==> src/hdl/flsf_pkg.sv <==
// Package for the first/last substring finder.
// Holds sizing constants, register indexes and the result record type.
// No dependencies.
package flsf_pkg;

	// Longest line that is searched, and most pattern bytes
	localparam int LINE_MAX    = 1024;
	localparam int PATTERN_MAX = 8;

	// Field and counter widths
	localparam int BYTE_W  = 8;
	localparam int LEN_W   = 4;
	localparam int WORD_W  = 64;
	localparam int START_W = 10;
	localparam int POS_W   = $clog2(LINE_MAX + 1);
	localparam int IDX_W   = (PATTERN_MAX > 1) ? $clog2(PATTERN_MAX) : 1;
	localparam int CFG_IDX_W = 1;

	// Register reset values
	localparam logic [WORD_W-1:0] PATTERN_WORD_RST = 64'h0000_0000_646C_756F;
	localparam logic [LEN_W-1:0]  PATTERN_LEN_RST  = 4'd4;

	// Register indexes
	localparam logic [CFG_IDX_W-1:0] REG_PATTERN_WORD = 1'd0;
	localparam logic [CFG_IDX_W-1:0] REG_PATTERN_LEN  = 1'd1;

	// One line's result, as packed into the output tdata (highest bit first)
	typedef struct packed {
		logic               truncated;
		logic [START_W-1:0] last_start;
		logic               last_found;
		logic [START_W-1:0] first_start;
		logic               first_found;
	} flsf_result_t;

	localparam int RESULT_W = $bits(flsf_result_t);
	localparam int OUT_W    = ((RESULT_W + 7) / 8) * 8;

endpackage

==> src/hdl/flsf_cell.sv <==
// One window cell of the substring finder: holds one recent byte and
// compares the byte it is about to take with its pattern byte.
// Depends on flsf_pkg.
module flsf_cell (
	input  logic                           clk,
	input  logic                           arst_n,
	input  logic                           shift_en,
	input  logic [flsf_pkg::IDX_W-1:0]     cell_idx,
	input  logic [flsf_pkg::BYTE_W-1:0]    byte_in,
	input  logic [flsf_pkg::WORD_W-1:0]    pattern_word,
	input  logic [flsf_pkg::LEN_W-1:0]     pattern_len,
	output logic [flsf_pkg::BYTE_W-1:0]    byte_q,
	output logic                           eq
);

	logic                         in_use;
	logic [flsf_pkg::LEN_W-1:0]   sel;
	logic [flsf_pkg::BYTE_W-1:0]  want;

	// Cell j holds window entry j; it checks pattern byte len-1-j
	assign in_use = flsf_pkg::LEN_W'(cell_idx) < pattern_len;
	assign sel    = pattern_len - 4'd1 - flsf_pkg::LEN_W'(cell_idx);
	assign want   = pattern_word[sel[2:0]*flsf_pkg::BYTE_W +: flsf_pkg::BYTE_W];
	assign eq     = !in_use || (byte_in == want);

	// Window byte moves one cell down the row on every stored byte
	always_ff @(posedge clk or negedge arst_n) begin
		if (!arst_n) begin
			byte_q <= '0;
		end else if (shift_en) begin
			byte_q <= byte_in;
		end
	end

endmodule

==> src/hdl/flsf_hit_rec.sv <==
// Per-line record of the substring finder: byte position, leftmost and
// rightmost match start, overflow flag. Depends on flsf_pkg.
module flsf_hit_rec (
	input  logic                          clk,
	input  logic                          arst_n,
	input  logic                          step,
	input  logic                          eol,
	input  logic                          all_eq,
	input  logic [flsf_pkg::LEN_W-1:0]    pattern_len,
	output logic                          store_en,
	output flsf_pkg::flsf_result_t        result
);

	localparam int WIDE_W = (flsf_pkg::POS_W > flsf_pkg::START_W) ?
		flsf_pkg::POS_W : flsf_pkg::START_W;

	logic [flsf_pkg::POS_W-1:0]   pos_q;
	logic [flsf_pkg::START_W-1:0] first_q;
	logic [flsf_pkg::START_W-1:0] last_q;
	logic                         seen_q;
	logic                         ovf_q;

	logic                         in_range;
	logic                         len_ok;
	logic                         hit;
	logic [flsf_pkg::POS_W-1:0]   pos_new;
	logic [WIDE_W-1:0]            start_wide;
	logic [flsf_pkg::START_W-1:0] start;
	logic                         seen_n;
	logic [flsf_pkg::START_W-1:0] first_n;
	logic [flsf_pkg::START_W-1:0] last_n;
	logic                         ovf_n;

	// Match decision for the byte now arriving
	assign in_range   = pos_q < flsf_pkg::POS_W'(flsf_pkg::LINE_MAX);
	assign pos_new    = pos_q + 1'b1;
	assign len_ok     = (pattern_len != '0) &&
		(pattern_len <= flsf_pkg::LEN_W'(flsf_pkg::PATTERN_MAX));
	assign hit        = in_range && len_ok && all_eq &&
		(pos_new >= flsf_pkg::POS_W'(pattern_len));
	assign start_wide = WIDE_W'(pos_new) - WIDE_W'(pattern_len);
	assign start      = start_wide[flsf_pkg::START_W-1:0];
	assign store_en   = step && in_range;

	// Record after this byte
	assign seen_n  = seen_q || hit;
	assign first_n = seen_q ? first_q : start;
	assign last_n  = hit ? start : last_q;
	assign ovf_n   = ovf_q || !in_range;

	always_comb begin
		result.first_found = seen_n;
		result.first_start = seen_n ? first_n : '0;
		result.last_found  = seen_n;
		result.last_start  = seen_n ? last_n : '0;
		result.truncated   = ovf_n;
	end

	// Update per byte, clear at end of line
	always_ff @(posedge clk or negedge arst_n) begin
		if (!arst_n) begin
			pos_q   <= '0;
			first_q <= '0;
			last_q  <= '0;
			seen_q  <= 1'b0;
			ovf_q   <= 1'b0;
		end else if (step) begin
			if (eol) begin
				pos_q   <= '0;
				first_q <= '0;
				last_q  <= '0;
				seen_q  <= 1'b0;
				ovf_q   <= 1'b0;
			end else begin
				if (in_range) begin
					pos_q <= pos_new;
				end
				first_q <= seen_n ? first_n : '0;
				last_q  <= seen_n ? last_n : '0;
				seen_q  <= seen_n;
				ovf_q   <= ovf_n;
			end
		end
	end

endmodule

==> src/hdl/first_last_substring_finder.sv <==
// Channel  Dir  Fields (lowest bit up)
// s_*      in   tdata: line_byte[7:0]; tlast: end_of_line
// m_*      out  tdata: first_found, first_start[9:0], last_found,
//               last_start[9:0], line_truncated, zero pad
// cfg_*    in   index 0 pattern_word[63:0], index 1 pattern_len[3:0]
//
// One byte per cycle while s_tready is high: all window cells compare in the cycle a byte is taken.
// The line's result is in the output register the cycle after its last byte.
// s_tready drops only while a result waits and m_tready is low.
// Reset loads pattern "ould", length 4, and clears the line record.
// Top level of the first/last substring finder; depends on flsf_pkg,
// flsf_cell and flsf_hit_rec.
module first_last_substring_finder (
	input  logic                                 clk,
	input  logic                                 arst_n,
	input  logic                                 s_tvalid,
	output logic                                 s_tready,
	input  logic [flsf_pkg::BYTE_W-1:0]          s_tdata,  // line_byte
	input  logic                                 s_tlast,  // end_of_line
	output logic                                 m_tvalid,
	input  logic                                 m_tready,
	output logic [flsf_pkg::OUT_W-1:0]           m_tdata,  // see table above
	input  logic                                 cfg_we,
	input  logic [flsf_pkg::CFG_IDX_W-1:0]       cfg_index,
	input  logic [flsf_pkg::WORD_W-1:0]          cfg_wdata
);

	logic [flsf_pkg::WORD_W-1:0]  pattern_word_q;
	logic [flsf_pkg::LEN_W-1:0]   pattern_len_q;
	logic                         m_tvalid_q;
	logic [flsf_pkg::OUT_W-1:0]   m_tdata_q;

	logic                         step;
	logic                         store_en;
	logic [flsf_pkg::BYTE_W-1:0]  cell_in [flsf_pkg::PATTERN_MAX];
	logic [flsf_pkg::BYTE_W-1:0]  cell_q  [flsf_pkg::PATTERN_MAX];
	logic [flsf_pkg::PATTERN_MAX-1:0] cell_eq;
	flsf_pkg::flsf_result_t       result;

	// Configuration registers
	always_ff @(posedge clk or negedge arst_n) begin
		if (!arst_n) begin
			pattern_word_q <= flsf_pkg::PATTERN_WORD_RST;
			pattern_len_q  <= flsf_pkg::PATTERN_LEN_RST;
		end else if (cfg_we) begin
			unique case (cfg_index)
				flsf_pkg::REG_PATTERN_WORD: pattern_word_q <= cfg_wdata;
				flsf_pkg::REG_PATTERN_LEN:  pattern_len_q  <= cfg_wdata[flsf_pkg::LEN_W-1:0];
				default: ;
			endcase
		end
	end

	// Request handshake: take a byte unless a result is stuck
	assign s_tready = !m_tvalid_q || m_tready;
	assign step     = s_tvalid && s_tready;

	// Row of window cells, newest byte enters cell 0
	genvar j;
	generate
		for (j = 0; j < flsf_pkg::PATTERN_MAX; j++) begin : g_cell
			if (j == 0) begin : g_head
				assign cell_in[j] = s_tdata;
			end else begin : g_link
				assign cell_in[j] = cell_q[j-1];
			end
			flsf_cell u_cell (
				.clk          (clk),
				.arst_n       (arst_n),
				.shift_en     (store_en),
				.cell_idx     (flsf_pkg::IDX_W'(j)),
				.byte_in      (cell_in[j]),
				.pattern_word (pattern_word_q),
				.pattern_len  (pattern_len_q),
				.byte_q       (cell_q[j]),
				.eq           (cell_eq[j])
			);
		end
	endgenerate

	// Match record for the current line
	flsf_hit_rec u_hit_rec (
		.clk         (clk),
		.arst_n      (arst_n),
		.step        (step),
		.eol         (s_tlast),
		.all_eq      (&cell_eq),
		.pattern_len (pattern_len_q),
		.store_en    (store_en),
		.result      (result)
	);

	// Output register
	always_ff @(posedge clk or negedge arst_n) begin
		if (!arst_n) begin
			m_tvalid_q <= 1'b0;
		end else if (step && s_tlast) begin
			m_tvalid_q <= 1'b1;
		end else if (m_tready) begin
			m_tvalid_q <= 1'b0;
		end
	end

	always_ff @(posedge clk) begin
		if (step && s_tlast) begin
			m_tdata_q <= flsf_pkg::OUT_W'(result);
		end
	end

	assign m_tvalid = m_tvalid_q;
	assign m_tdata  = m_tdata_q;

`ifndef SYNTH
	// A stalled input means a result is waiting and not taken
	a_stall_cause: assert property (@(posedge clk) disable iff (!arst_n)
		!s_tready |-> (m_tvalid && !m_tready))
		else $error("input stalled without a pending result");

	// End of line always yields a result next cycle
	a_eol_result: assert property (@(posedge clk) disable iff (!arst_n)
		(s_tvalid && s_tready && s_tlast) |=> m_tvalid)
		else $error("line end gave no result");

	// Both found flags agree
	a_found_agree: assert property (@(posedge clk) disable iff (!arst_n)
		m_tvalid |-> (m_tdata[0] == m_tdata[flsf_pkg::START_W+1]))
		else $error("first and last found flags differ");

	// No match reports zero start positions
	a_zero_start: assert property (@(posedge clk) disable iff (!arst_n)
		(m_tvalid && !m_tdata[0]) |->
		(m_tdata[2*flsf_pkg::START_W+1:1] == '0))
		else $error("start positions nonzero without a match");
`endif

endmodule
==> config.mk <==
export PLATFORM = sky130hd
export DESIGN_NAME = first_last_substring_finder
export DESIGN_NICKNAME = d
export VERILOG_FILES = /design/src/hdl/flsf_pkg.sv /design/src/hdl/flsf_cell.sv /design/src/hdl/flsf_hit_rec.sv /design/src/hdl/first_last_substring_finder.sv
export SDC_FILE = /design/constraint.sdc
export NUM_CORES = 1
export LEC_CHECK = 0
export BUFFER_PORTS_ARGS = -buffer_cell sky130_fd_sc_hd__buf_4
export CAP_MARGIN = 20
export CORE_MARGIN = 1.5
export CORE_UTILIZATION = 55
export CTS_BUF_LIST = sky130_fd_sc_hd__clkbuf_4 sky130_fd_sc_hd__clkbuf_8 sky130_fd_sc_hd__clkbuf_16
export DETAILED_ROUTE_END_ITERATION = 12
export PLACE_DENSITY = 0.78
export SYNTH_ARGS = -nofsm -noshare
export SYNTH_HDL_FRONTEND = slang
export SYNTH_SLANG_ARGS = --single-unit
==> constraint.sdc <==
create_clock -name clk -period 4.1 [get_ports clk]
set_clock_uncertainty 0.15 [all_clocks]
set_input_delay 1.23 -clock clk [delete_from_list [all_inputs] [get_ports clk]]
set_output_delay 1.23 -clock clk [all_outputs]
set_load 0.005 [all_outputs]
Yosys cells after proc, flatten, opt, wreduce, memory -nomap -nowiden
Cells that the tools add are included.
{ "word_totals": {"register_bits": 181, "latchBits": 0, "ram_bits": 0, "romBits": 0, "out_inout_bits": 26, "elab_cells": 101, "n_memories": 0} }
{ "op_classes": {"addsub": 10, "multipliers": 0, "div_mod_pow": 0, "n_lt_le_gt_ge": 11, "n_eq_ne": 8, "shifts": 8, "muxes": 12, "n_bitwise": 1, "n_reduce_logical": 35} }
{ "op_table": {"columns": ["operator", "count"], "rows": [
  ["64-bit by 7-bit variable part select with 8-bit output", 8],
  ["8-bit == test", 8],
  ["10-bit two-way mux", 6],
  ["11-bit two-way mux", 2],
  ["3-bit by 4-bit less-than comparator with 1-bit output, first input constant", 4],
  ["3-bit subtractor, second input constant", 4],
  ["11-bit by 1-bit adder with 11-bit output, second input constant", 1],
  ["11-bit by 4-bit greater-or-equal comparator with 1-bit output", 1],
  ["1-bit logical OR", 11],
  ["11-bit less-than comparator, second input constant", 1],
  ["1-bit logical NOT", 10],
  ["10-bit by 4-bit subtractor with 10-bit output", 1],
  ["1-bit by 4-bit less-than comparator with 1-bit output, first input constant", 2],
  ["2-bit by 4-bit less-than comparator with 1-bit output, first input constant", 2],
  ["8-bit AND reduction", 1],
  ["1-bit logical AND", 7],
  ["2-bit AND reduction", 3],
  ["3-bit by 1-bit subtractor with 3-bit output, second input constant", 2],
  ["3-bit by 2-bit subtractor with 3-bit output, second input constant", 2],
  ["4-bit less-or-equal comparator, second input constant", 1],
  ["1-bit two-way mux", 4],
  ["2-bit nonzero test", 2],
  ["4-bit nonzero test", 1],
  ["1-bit inverter", 1]
]} }

Depth between registers and ports, before layout
{ "depth": {"word_depth": 11, "depth_mapped": 19} }

Modules after synthesis
Synthesis repeated with hierarchy kept, for this count alone.
{ "hier_totals": {"cells_unflattened": 1054, "area_unflattened_um2": 14169.8} }
{ "modules_own_cells": {"columns": ["module", "n_inst", "cells_each", "area_each_um2", "seq_area_each_um2"], "rows": [
  ["flsf_cell", 8, 74, 1022.2, 200.2],
  ["first_last_substring_finder", 1, 180, 3647.2, 2441.1],
  ["flsf_hit_rec", 1, 282, 2344.7, 825.8]
]} }

Worst setup path before layout
OpenSTA, ideal clock, no wires.
{ "synth_path": {"kind": "register to register", "startpoint": "register pattern_len_q[0] (netlist name)", "endpoint": "register m_tdata_q (netlist bit m_tdata[16]) (data pin)", "t_arrival_ns": 3.691, "setup_slack_ns": 0.002, "stages_incl_launch_ff": 20, "path_buffers": 7, "period_less_slack_ns": 4.098, "path_cell_list": "dfrtp_1 buf_2 inv_2 ha_1 buf_4 buf_4 buf_4 buf_4 mux2i_1 mux2i_1 mux2i_1 xor2_1 nand4_1 o31ai_1 o2111a_1 o211a_1 buf_4 nor2_1 buf_2 a22o_1"} }
{ "synth_lines": {"columns": ["item", "line", "rtl"], "rows": [
  ["start, declared", "first_last_substring_finder.sv:29", "logic [flsf_pkg::LEN_W-1:0] pattern_len_q;"],
  ["start signal, assigned", "first_last_substring_finder.sv:44", "pattern_len_q <= flsf_pkg::PATTERN_LEN_RST;"],
  ["start signal, assigned", "first_last_substring_finder.sv:48", "flsf_pkg::REG_PATTERN_LEN: pattern_len_q <= cfg_wdata[flsf_pkg::LEN_W-1:0];"],
  ["end signal, assigned", "first_last_substring_finder.sv:106", "m_tdata_q <= flsf_pkg::OUT_W'(result);"],
  ["end, declared", "first_last_substring_finder.sv:31", "logic [flsf_pkg::OUT_W-1:0] m_tdata_q;"]
]} }

Worst setup path in the final report
{ "layout_path": {"startpoint": "register pattern_len_q[1] (netlist name)", "endpoint": "register u_hit_rec.last_q[5] (netlist name)"} }
{ "layout_via": {"elab_chain_cells": 11, "elab_cells_between_ends": 61, "classes_between": "add/sub: 9; order compare: 10; eq/ne: 8; shift: 8; mux: 3; reduce/logical: 23"} }
{ "layout_lines": {"columns": ["item", "line", "rtl"], "rows": [
  ["3-bit by 1-bit subtractor with 3-bit output", "flsf_cell.sv:22", "assign sel = pattern_len - 4'd1 - flsf_pkg::LEN_W'(cell_idx);"],
  ["3-bit by 1-bit subtractor with 3-bit output (tied with other cells)", "flsf_cell.sv:22", null],
  ["64-bit by 7-bit variable part select with 8-bit output", "flsf_cell.sv:23", "assign want = pattern_word[sel[2:0]*flsf_pkg::BYTE_W +: flsf_pkg::BYTE_W];"],
  ["8-bit == test", "flsf_cell.sv:24", "assign eq = !in_use || (byte_in == want);"],
  ["1-bit logical OR", "flsf_cell.sv:24", null],
  ["8-bit AND reduction", "first_last_substring_finder.sv:87", ".all_eq (&cell_eq),"],
  ["1-bit logical AND (2 in series)", "flsf_hit_rec.sv:39", "assign hit = in_range && len_ok && all_eq &&"],
  ["10-bit two-way mux or 1-bit logical OR (tied branches)", "flsf_hit_rec.sv:48, flsf_hit_rec.sv:46", null],
  ["10-bit two-way mux (*)", null, null],
  ["10-bit two-way mux (*)", "flsf_hit_rec.sv:68", "if (eol) begin"],
  ["end signal, assigned", "flsf_hit_rec.sv:79", "last_q <= seen_n ? last_n : '0;"],
  ["end, declared", "flsf_hit_rec.sv:19", "logic [flsf_pkg::START_W-1:0] last_q;"]
]} }
Mark *: on every way between the ends. The rest lies on a longest branch, timed or not.
A chain may end at the register's enable or synchronous reset.

==> metrics.cfg <==
[routing]
detailedRoute.firstIterationViolations = 628
ant_nets = 0
routed_wirelength_um = 25900
detail_route.first_pass.iterations = 5
post_drt_via_cell_ratio = 6.20
wire_per_inst_um = 20.9
remaining_drc_errors = 0
vias = 7710

[placement]
placed_area_sq_um = 12300
gp_congestion = 0.899
dp_hpwl_um = 18700
port_buffers = 103
post-place-cells = 1204

[finish]
filler_cell_count = 1435
multi_input_comb_area_sq_um = 6290
number_of_standard_cells_in_the_layout_taps_in_and_fillers_out = 1243
final-seq-area_sq_um = 4640
layout-area-overhead-vs-synth_pct = 17.4
finish.net_count = 1053
share_of_cells_above_drive_strength_1_pct = 43.1
stdcell_area_sq_um = 13100
finalCoreUtilization_pct = 66.5
diodes = 0

[critical_path]
critPathLaunchType = flop
worst-path-max-fanout = 14
crit_path_max_incr_delay_ps = 520
required_ps = 4270
timing.critical_path.to_type = flop
path_cells = inv_1 > ha_4 > buf_12 > mux4_2 > mux2i_2 > xnor2_1 > nor4_1 > nand4_1 > or3_1 > o311ai_0 > o211a_4 > o21ai_2 > a22o_1
crit_arrival_ps = 4110
worstSetupPathType = flop to flop
r2r_setup_slack_ps = 160
cp_num_buf_inv = 2
cp_top_family = compound AO/OA/AOI/OAI gates
worst_path_max_delay_cell = sky130_fd_sc_hd__mux4_2

[grt]
grt_pass1_vias = 7570
grt_antenna_before_repair = 0
grt_util_met3_pct = 3.61
grt.overflow.total = 0
first_pass_grt_wire_length_um = 42100
global_route.usage.met1_pct = 36.7
top_usage_layer = met2
use_met2_pct = 39.3
grt_max_degree = 72
grt.total_usage_pct = 25.3

[logic_synthesis]
synth_top_cell_by_area = sky130_fd_sc_hd__dfrtp_1
synth.avg_cell_area_sq_um = 13.0
yosys.cell_count.top_type = sky130_fd_sc_hd__dfrtp_1
synth.mux.area_fraction_pct = 35.1
synth-edff-count = 22
ys_dominant_reg_cell = sky130_fd_sc_hd__dfrtp_1
synth.distinct_cells = 54
main_combinational_cell_family_by_area_after_synthesis = multiplexers
postSynthRegisterBits = 180
synth_nets = 946
synth_top_cell_area_share_pct = 31.2
yosys-top-cells-count = 139 x sky130_fd_sc_hd__dfrtp_1, 124 x sky130_fd_sc_hd__mux2_2, 79 x sky130_fd_sc_hd__mux2i_1, 77 x sky130_fd_sc_hd__mux4_2, 62 x sky130_fd_sc_hd__xnor2_1
synth_simple_gate_area_share_pct = 5.15
ys.warnings.count = 0
postSynthCellCount = 858
ys_top_cells_by_area = sky130_fd_sc_hd__dfrtp_1 31%, sky130_fd_sc_hd__mux4_2 16%, sky130_fd_sc_hd__mux2_2 13%, sky130_fd_sc_hd__mux2i_1 7.1%, sky130_fd_sc_hd__edfxtp_1 5.9%
synth_xor_area_share_pct = 8.15
synth_async_reset_ratio_pct = 87.8
synthAdderAreaFrac_pct = 1.08
complex_gate_fraction_of_the_synthesized_area_pct = 5.87
seq_area_frac_synth_pct = 41.5
post_synth_instance_area_sq_um = 11200

[sta]
rsz_0062_raised_after_global_routing = false
fin_setup_tns_ps = 0
worst_slew_margin_rel_pct = 48.1
worstMarginPinSlew_ps = 775
min_period_ps = 3940
timing.final.crit_share_pct = 96.1
setup-violations-final = 0
finalHoldViolations = 0
peak_clock_frequency_supported_by_timing_mhz = 254
maxSlewViolCount = 0

[clocking]
numClockSinks = 180
clock_tree_from_tritoncts = built
clk_transition_reported_paths_ps = 70
htreeDepth = 4
worstSkewPairLatency_ps = 440
cts_made_buffers = 17
clk_path_buf_depth = 2
clock-root-buffer = sky130_fd_sc_hd__clkbuf_16
cts.hold.buffers_added = 0

[floorplanning]
placeableCoreArea_sq_um = 19700
area_of_the_die_sq_um = 21200
floorplan.die.height_um = 145
ioPinCount = 105
fp-row-count = 51
starting_density_of_the_core_pct = 56.6
fp.dieW_um = 145

[pwr]
ir_drop_mv = 0.360
leakagePower_nw = 5.42
powerDensity_nw_per_um2 = 567

[flow_run]
maxCapViolations = 0

[status]
run_status = finished, final reports clean

[worst_hold_path]
worst_hold_path_type = flop to flop

-- power by group --
part,internal (mW),switching [mW]
Clock,0.927,0.780
Sequential,2.16,0.422
Combinational,1.69,1.45
-- layer usage --
layer	vias up	wire length (um)	share of wire, %
met3	47	1450	5.6
met5	-	0	0
met4	0	713	2.7
li1	3441	-	-
met2	315	12300	47
met1	3907	11500	44
-- cells in the final DEF, fill, tap and decap left out, types with 13 or more instances in the layout --
cell type | netlist | layout
sky130_fd_sc_hd__xnor2_1 | 62 | 62
sky130_fd_sc_hd__xor2_1 | 33 | 32
sky130_fd_sc_hd__o21ai_0 | 26 | 26
sky130_fd_sc_hd__a21oi_1 | 17 | 17
sky130_fd_sc_hd__buf_4 | 14 | 133
sky130_fd_sc_hd__nand2_1 | 54 | 53
sky130_fd_sc_hd__dfstp_2 | 19 | 19
sky130_fd_sc_hd__a22o_1 | 21 | 21
sky130_fd_sc_hd__mux4_2 | 77 | 77
sky130_fd_sc_hd__clkbuf_16 | 0 | 18
sky130_fd_sc_hd__mux2_2 | 124 | 124
sky130_fd_sc_hd__inv_1 | 13 | 13
sky130_fd_sc_hd__nor2_1 | 16 | 14
sky130_fd_sc_hd__edfxtp_1 | 22 | 22
sky130_fd_sc_hd__nand4_1 | 15 | 15
sky130_fd_sc_hd__mux2i_1 | 79 | 72
sky130_fd_sc_hd__dfrtp_1 | 139 | 138
-- path summary, 6_finish.rpt --
path,start,endpoint,cells after the start
max in group asynchronous,arst_n,pattern_word_q[21]$_DFFE_PN1P_,2
worst min register to register,u_hit_rec.first_q[6]$_DFFE_PN0P_,u_hit_rec.first_q[6]$_DFFE_PN0P_,2
worst min-delay path,u_hit_rec.first_q[6]$_DFFE_PN0P_,u_hit_rec.first_q[6]$_DFFE_PN0P_,2
worst max register to register,pattern_len_q[1]$_DFFE_PN0P_,u_hit_rec.last_q[5]$_DFFE_PN0P_,13
worst max-delay path,pattern_len_q[1]$_DFFE_PN0P_,u_hit_rec.last_q[5]$_DFFE_PN0P_,13
min in group asynchronous,arst_n,u_hit_rec.pos_q[7]$_DFFE_PN0P_,1
-- worst register-to-register path, stage by stage (launching register included) --
cell                       delay [ps]
sky130_fd_sc_hd__dfrtp_1          380
sky130_fd_sc_hd__inv_1            110
sky130_fd_sc_hd__ha_4             360
sky130_fd_sc_hd__buf_12           170
sky130_fd_sc_hd__mux4_2           530
sky130_fd_sc_hd__mux2i_2          200
sky130_fd_sc_hd__xnor2_1          110
sky130_fd_sc_hd__nor4_1           330
sky130_fd_sc_hd__nand4_1          150
sky130_fd_sc_hd__or3_1            380
sky130_fd_sc_hd__o311ai_0         160
sky130_fd_sc_hd__o211a_4          330
sky130_fd_sc_hd__o21ai_2          170
sky130_fd_sc_hd__a22o_1           300
-- cell type report --
class | count | share of cell area (%)
Timing Repair Buffer | 144 | 9.09
Clock buffer | 17 | 3.24
Tap cell | 265 | 2.53
Sequential cell | 180 | 35.4
Clock inverter | 15 | 1.37
Inverter | 14 | 0.401
Multi-Input combinational cell | 608 | 48.0
-- stage by stage --
| step | total power [mW] | hold WS [ps] | worst slack, ps |
|---|---|---|---|
| after floorplan | 4.77 | 299 | 2.46 |
| after global placement | 5.55 | 314 | 16.1 |
| after detailed placement | 5.62 | 323 | -87.7 |
| after CTS | 7.33 | 339 | -3.76 |
| after global routing | 7.77 | 363 | 15.6 |
| final | 7.43 | 338 | 160 |
-- what timing repair did --
item,in CTS,in global routing
pin swaps,1,7
resized for setup,4,18
setup endpoints to repair,12,42
cloned,0,1
setup buffers,0,6
-- state kept, by name, summed over array words and instances, names as in the netlist --
register	cells
u_hit_rec.last_q	10
u_hit_rec.pos_q	11
m_tvalid	1
u_hit_rec.seen_q	1
pattern_word_q	64
m_tdata	22
g_cell.u_cell.byte_q	56
u_hit_rec.ovf_q	1
u_hit_rec.first_q	10
pattern_len_q	4
-- kinds of logic (layout without fill, tap and decap cells) --
| group | Yosys count | count (layout) |
|---|---|---|
| flip-flops | 180 | 180 |
| AND/OR/NAND/NOR | 122 | 122 |
| buffers and inverters | 70 | 190 |
| AO/OA/AOI/OAI | 97 | 97 |
| XOR/XNOR | 99 | 99 |
| adder cells (fa/ha/maj) | 9 | 9 |
| other | 1 | 1 |
| multiplexers | 280 | 280 |
(Power assumes the default switching activity.)
